===== config.mk =====
export PLATFORM = sky130hd
export DESIGN_NAME = fpa_mul
export DESIGN_NICKNAME = d
export VERILOG_FILES = /design/src/rtl/fpa_pkg.sv /design/src/rtl/fpa_mul.sv
export SDC_FILE = /design/constraint.sdc
export NUM_CORES = 2
export LEC_CHECK = 0
export ABC_CLOCK_PERIOD_IN_PS = 10100
export BUFFER_PORTS_ARGS = -buffer_cell sky130_fd_sc_hd__buf_2
export CAP_MARGIN = 20
export CORE_MARGIN = 4
export CORE_UTILIZATION = 30
export DETAILED_ROUTE_END_ITERATION = 8
export GPL_ROUTABILITY_DRIVEN = 0
export PLACE_DENSITY = 0.57
export SYNTH_ARGS = -nofsm -noshare
export SYNTH_HDL_FRONTEND = slang
export SYNTH_SLANG_ARGS = --single-unit

===== constraint.sdc =====
create_clock -name clk -period 10.1 [get_ports clk]
set_input_delay 1.515 -clock clk [delete_from_list [all_inputs] [get_ports clk]]
set_output_delay 1.515 -clock clk [all_outputs]
set_load 0.03 [all_outputs]

===== src/rtl/fpa_pkg.sv =====
`timescale 1ns / 1ps
// Package for the Q24.8 fixed-point ALU: mode codes, widths, the sideband record.
// No dependencies.
package fpa_pkg;

	localparam int FPA_FRAC_BITS = 8;
	localparam int FPA_W         = 32;

	typedef enum logic [3:0] {
		MODE_ADD      = 4'd0,
		MODE_SUB      = 4'd1,
		MODE_MUL      = 4'd2,
		MODE_DIV      = 4'd3,
		MODE_MIN      = 4'd4,
		MODE_MAX      = 4'd5,
		MODE_INC      = 4'd6,
		MODE_DEC      = 4'd7,
		MODE_FROM_INT = 4'd8,
		MODE_TO_INT   = 4'd9
	} mode_t;

	typedef struct packed {
		logic [FPA_W-1:0] res;
		logic             eq;
		logic             lt;
		logic             gt;
		logic             is_div;
		logic             neg;
		logic             dz;
	} side_t;

endpackage


===== src/rtl/fpa_mul.sv =====
`timescale 1ns / 1ps
// Fixed-point multiply: registered magnitude product, then scale and sign fix.
// Depends on fpa_pkg.
module fpa_mul import fpa_pkg::*; #(
	parameter int FRAC_BITS = FPA_FRAC_BITS
) (
	input  logic                    clk,
	input  logic                    en,
	input  logic signed [FPA_W-1:0] a,
	input  logic signed [FPA_W-1:0] b,
	output logic        [FPA_W-1:0] res
);

	logic [FPA_W-1:0]   mag_a, mag_b, scaled;
	logic [2*FPA_W-1:0] prod_s2;
	logic               neg_s2;

	assign mag_a = a[FPA_W-1] ? FPA_W'(-a) : FPA_W'(a);
	assign mag_b = b[FPA_W-1] ? FPA_W'(-b) : FPA_W'(b);

	always_ff @(posedge clk) begin
		if (en) begin
			prod_s2 <= (2*FPA_W)'(mag_a) * (2*FPA_W)'(mag_b);
			neg_s2  <= a[FPA_W-1] ^ b[FPA_W-1];
		end
	end

	assign scaled = prod_s2[FRAC_BITS +: FPA_W];
	assign res    = neg_s2 ? FPA_W'(-scaled) : scaled;

endmodule


---- Yosys cells after proc, flatten, opt, wreduce, memory -nomap -nowiden ----
Index checks and enable logic that the tools add are counted.
word-level totals
  register bits ........................... 41
  input port bits ......................... 66
  output and inout bits ................... 32
  word-level logic and storage cells ...... 10
cells by class
  $add $sub $neg .......................... 3
  multipliers ............................. 1
  multiplexer cells ....................... 3
  bitwise operators ....................... 1
operators with widths
  cell                          number
  2-to-1 mux 32 bit             3
  negator 32 bit                3
  multiplier 32 x 32 -> 40 bit  1
  bitwise XOR 1 bit             1

---- Longest topological paths before layout ----
  depth in word-level cells ............... 3
  mapped depth ............................ 34
  mapped depth without buffers ............ 32

---- Worst setup path after synthesis ----
OpenSTA, ideal clock, no wires.
  path kind ............................... input to register
  start point ............................. in a[0]
  end point ............................... reg prod_s2[38], data pin
  setup time .............................. 264 ps
  arrival time ............................ 9,948 ps
  required time ........................... 9,836 ps
  slack ................................... -112 ps
  stages on the path ...................... 32
  path buffers ............................ 2
  path through ............................ inv_1 -> clkbuf_1 -> ha_1 -> nor3b_1 -> nand4_2 -> o21ai_0 -> xor2_1 -> clkbuf_1 -> nor2_1 -> fa_1 -> inv_1 -> fa_1 -> fa_1 -> fa_1 -> inv_1 -> fa_1 -> inv_1 -> fa_1 -> inv_1 -> fa_1 -> fa_1 -> ha_1 -> and3_1 -> and3_1 -> a211oi_1 -> a2bb2oi_1 -> a21oi_1 -> a22o_1 -> o21a_1 -> o21a_1 -> o21ai_0 -> a21oi_1
on the way
  word-level cells in the longest chain between the ends .. 3
RTL lines
  element                         RTL line       source
  start: declaration              fpa_mul.sv:9   input logic signed [FPA_W-1:0] a,
  negator 32 bit                  fpa_mul.sv:18  assign mag_a = a[FPA_W-1] ? FPA_W'(-a) : FPA_W'(a);
  2-to-1 mux 32 bit *             fpa_mul.sv:18
  multiplier 32 x 32 -> 40 bit *  fpa_mul.sv:23  prod_s2 <= (2*FPA_W)'(mag_a) * (2*FPA_W)'(mag_b);
  end signal: assignment          fpa_mul.sv:23
  end: declaration                fpa_mul.sv:15  logic [2*FPA_W-1:0] prod_s2;
Mark *: on every way between the ends. The rest lies on a longest branch, timed or not.
A chain may end at the register's enable or synchronous reset.

---- Worst setup path after layout ----
  start point ............................. in b[0]
  end point ............................... reg prod_s2[39], data pin
on the way
  word-level cells in the longest chain between the ends .. 3
RTL lines
  element                         RTL line       source
  start: declaration              fpa_mul.sv:10  input logic signed [FPA_W-1:0] b,
  negator 32 bit                  fpa_mul.sv:19  assign mag_b = b[FPA_W-1] ? FPA_W'(-b) : FPA_W'(b);
  2-to-1 mux 32 bit *             fpa_mul.sv:19
  multiplier 32 x 32 -> 40 bit *  fpa_mul.sv:23
Marks and branches as above.

==> flow_summary.ini <==
[clock_tree]
path_clk_slew_ns = 0.06
cts_tree = done
clock_tree.buffer_depth = 2
root_buffer = clkbuf_16
cts_sinks = 33
postCtsHoldBufs = 0
htreeDepth = 2
cts_buffers = 5

[sta]
worst_setup_slack_after_layout_ns = 0.2971
max-slew-margin-rel_pct = 29.15
achievable-frequency_mhz = 102.0
final_hold_violations = 0
fin_max_slew_vios = 0
setup_viol_count_final = 0
period_needed_ns = 9.803
worstMarginPinSlew_ns = 1.063
finalCritPeriodShare_pct = 97.06

[worst_setup_path]
setup.worst_path.end_class = register
critical_path_start_end_classification = in2reg
max_fo_critical_path = 11
cp.arrival_ns = 9.83
critical_path.most_common_cell = fa_1
worst_setup_path_start_kind = input pin
cp_data_required_time_ns = 10.13
critPathSlowestCell = fa_1
crit_path_largest_cell_delay_ns = 0.56

[min_path]
hp-class = in2reg

[floorplanning]
die-area_um2 = 87040
coreArea_um2 = 81070
die_width_um = 295.0
row_count = 104
floorplan.initialDensity_pct = 30.49
num_io_pins = 98
die_h_um = 295.0

[run]
cap_violations = 0

[synth]
syn_nets = 3614
ys.warnings.count = 0
yosys.cell_types.count = 66
syn-instance-count = 2781
asyncSetResetFlopFracSynth_pct = 0
synth_edf_count = 33
synthesized_area_divided_by_synthesized_cell_count_um2 = 8.888
synth-main-ff-cell = edfxtp_1
yosys_register_bits = 33
yosysSeqAreaShare_pct = 4.009
mappedNetlistArea_um2 = 24720

[detailed_routing]
drt_iter0_markers = 1529
routed_wire_length_per_instance_um = 19.59
ant_nets = 0
via_per_inst = 4.712
drc_errors = 0
detail_route.first_pass.iterations = 5
postRouteWirelength_um = 81260
vias = 19550

[global_route]
grt_util_met3_pct = 1.788
top_usage_layer = met2
grt_max_degree = 34
gr-usage-met1_pct = 28.18
grt.overflow.total = 0
global_route.usage.met2_pct = 29.77
first_global_vias = 20320
grt_first_pass_wirelength_um = 124900
grt_antenna_before_repair = 4
grtUsageTotal_pct = 18.94

[place]
detailedPlace.worstSlack_ns = -0.1531
hpwlAfterDp_um = 73240
io_buffers = 97
placed_cells_incl_taps = 4138
post_dp_cell_area_um2 = 28560

[finish]
mostFrequentLayoutCell = inv_1
final_layout_size_suffix_gt1_share_pct = 14.70
area.growth.synth_to_final_pct = 16.66
most-common-layout-cells = inv_1, fa_1, nor2_1
final_cells = 4149
final_nets = 3920
final_area_um2 = 28830

[status]
result_of_the_run = completed
repair_timing:
action                     4_1_cts  5_1_grt
setup endpoints to repair        0        6
resized for setup                0       14
setup buffers                    0        2
flip-flops by register name, summed over array words and instances, names as in the netlist:
register  count
neg_s2        1
prod_s2      32
metrics by stage:
stage / hold WS (ns) / util (%) / setup TNS, ns
2_1_floorplan: 1.628 / - / -0.002293
3_3_place_gp: 2.112 / 35.23 / -0.05701
3_5_place_dp: 2.106 / 35.23 / -0.2237
4_1_cts: 1.864 / 35.47 / 0
5_1_grt: 1.891 / 35.56 / -0.01883
6_report: 1.837 / 35.57 / 0
critical path: cells and delay by family:
family          cells  cell delay [ns]
fa+ha+maj           9             4.37
simple gates        7             1.38
compound gates      6             1.13
buf+inv             7             1.08
xor+xnor            2             0.30
cell type report:
class	count	area, µm²
multi-input cells	2017	21080
clock buffers	5	125.1
clock inverters	3	68.82
inverters	626	2350
fillers	8357	52230
diodes	1	2.502
flip-flops and latches	33	991.0
repair buffers	404	2894
well taps	1060	1326
cells in the mapped netlist (3+ instances only):
master | count | area, µm²
o21a_1 | 6 | 45.04
a21boi_0 | 3 | 22.52
o31ai_1 | 25 | 187.7
or2_2 | 4 | 25.02
nor4_1 | 7 | 43.79
clkbuf_1 | 96 | 360.4
xor2_1 | 65 | 569.3
or3_1 | 5 | 31.28
o21ai_0 | 31 | 155.2
nor2_1 | 416 | 1562
inv_1 | 626 | 2350
nand2_1 | 373 | 1400
nand2b_1 | 8 | 50.05
and3_1 | 4 | 25.02
o41ai_1 | 11 | 96.34
nor3_1 | 13 | 65.06
and2_1 | 18 | 112.6
a41oi_1 | 5 | 43.79
o21bai_1 | 5 | 37.54
xnor3_1 | 4 | 90.09
xnor2_1 | 141 | 1235
nand3_1 | 7 | 35.03
fa_1 | 623 | 12470
or4_1 | 15 | 112.6
o41ai_4 | 4 | 110.1
ha_1 | 144 | 1802
a21oi_1 | 23 | 115.1
edfxtp_1 | 33 | 991.0
nand4_1 | 6 | 37.54
buf_6 | 3 | 33.78
a21o_1 | 11 | 82.58
per-layer routing:
layer	vias to the layer above	part of all wire, %
met5	-	0.014
met4	2	2.8
li1	8777	-
met1	9943	45
met3	83	7.6
met2	744	44
path summary, 6_finish.rpt:
| kind | slack [ns] | cells past startpoint | startpoint | end |
|---|---|---|---|---|
| min | 1.84 | 1 | en | prod_s2[21] |
| max | 0.30 | 31 | b[0] | prod_s2[39] |
cell families after synthesis:
family                     share of synthesized area (%)
AOI/OAI and AO/OA                                  4.318
adders and majority gates                          57.75
DFF                                                4.009
and+or+nand+nor                                    14.81
muxes                                            0.08100
buffers and inverters                              11.23
xor gates and xnor gates                           7.796
Power is not shown: default switching activity piles up to over one toggle a cycle in this logic, so the estimate is an artifact.
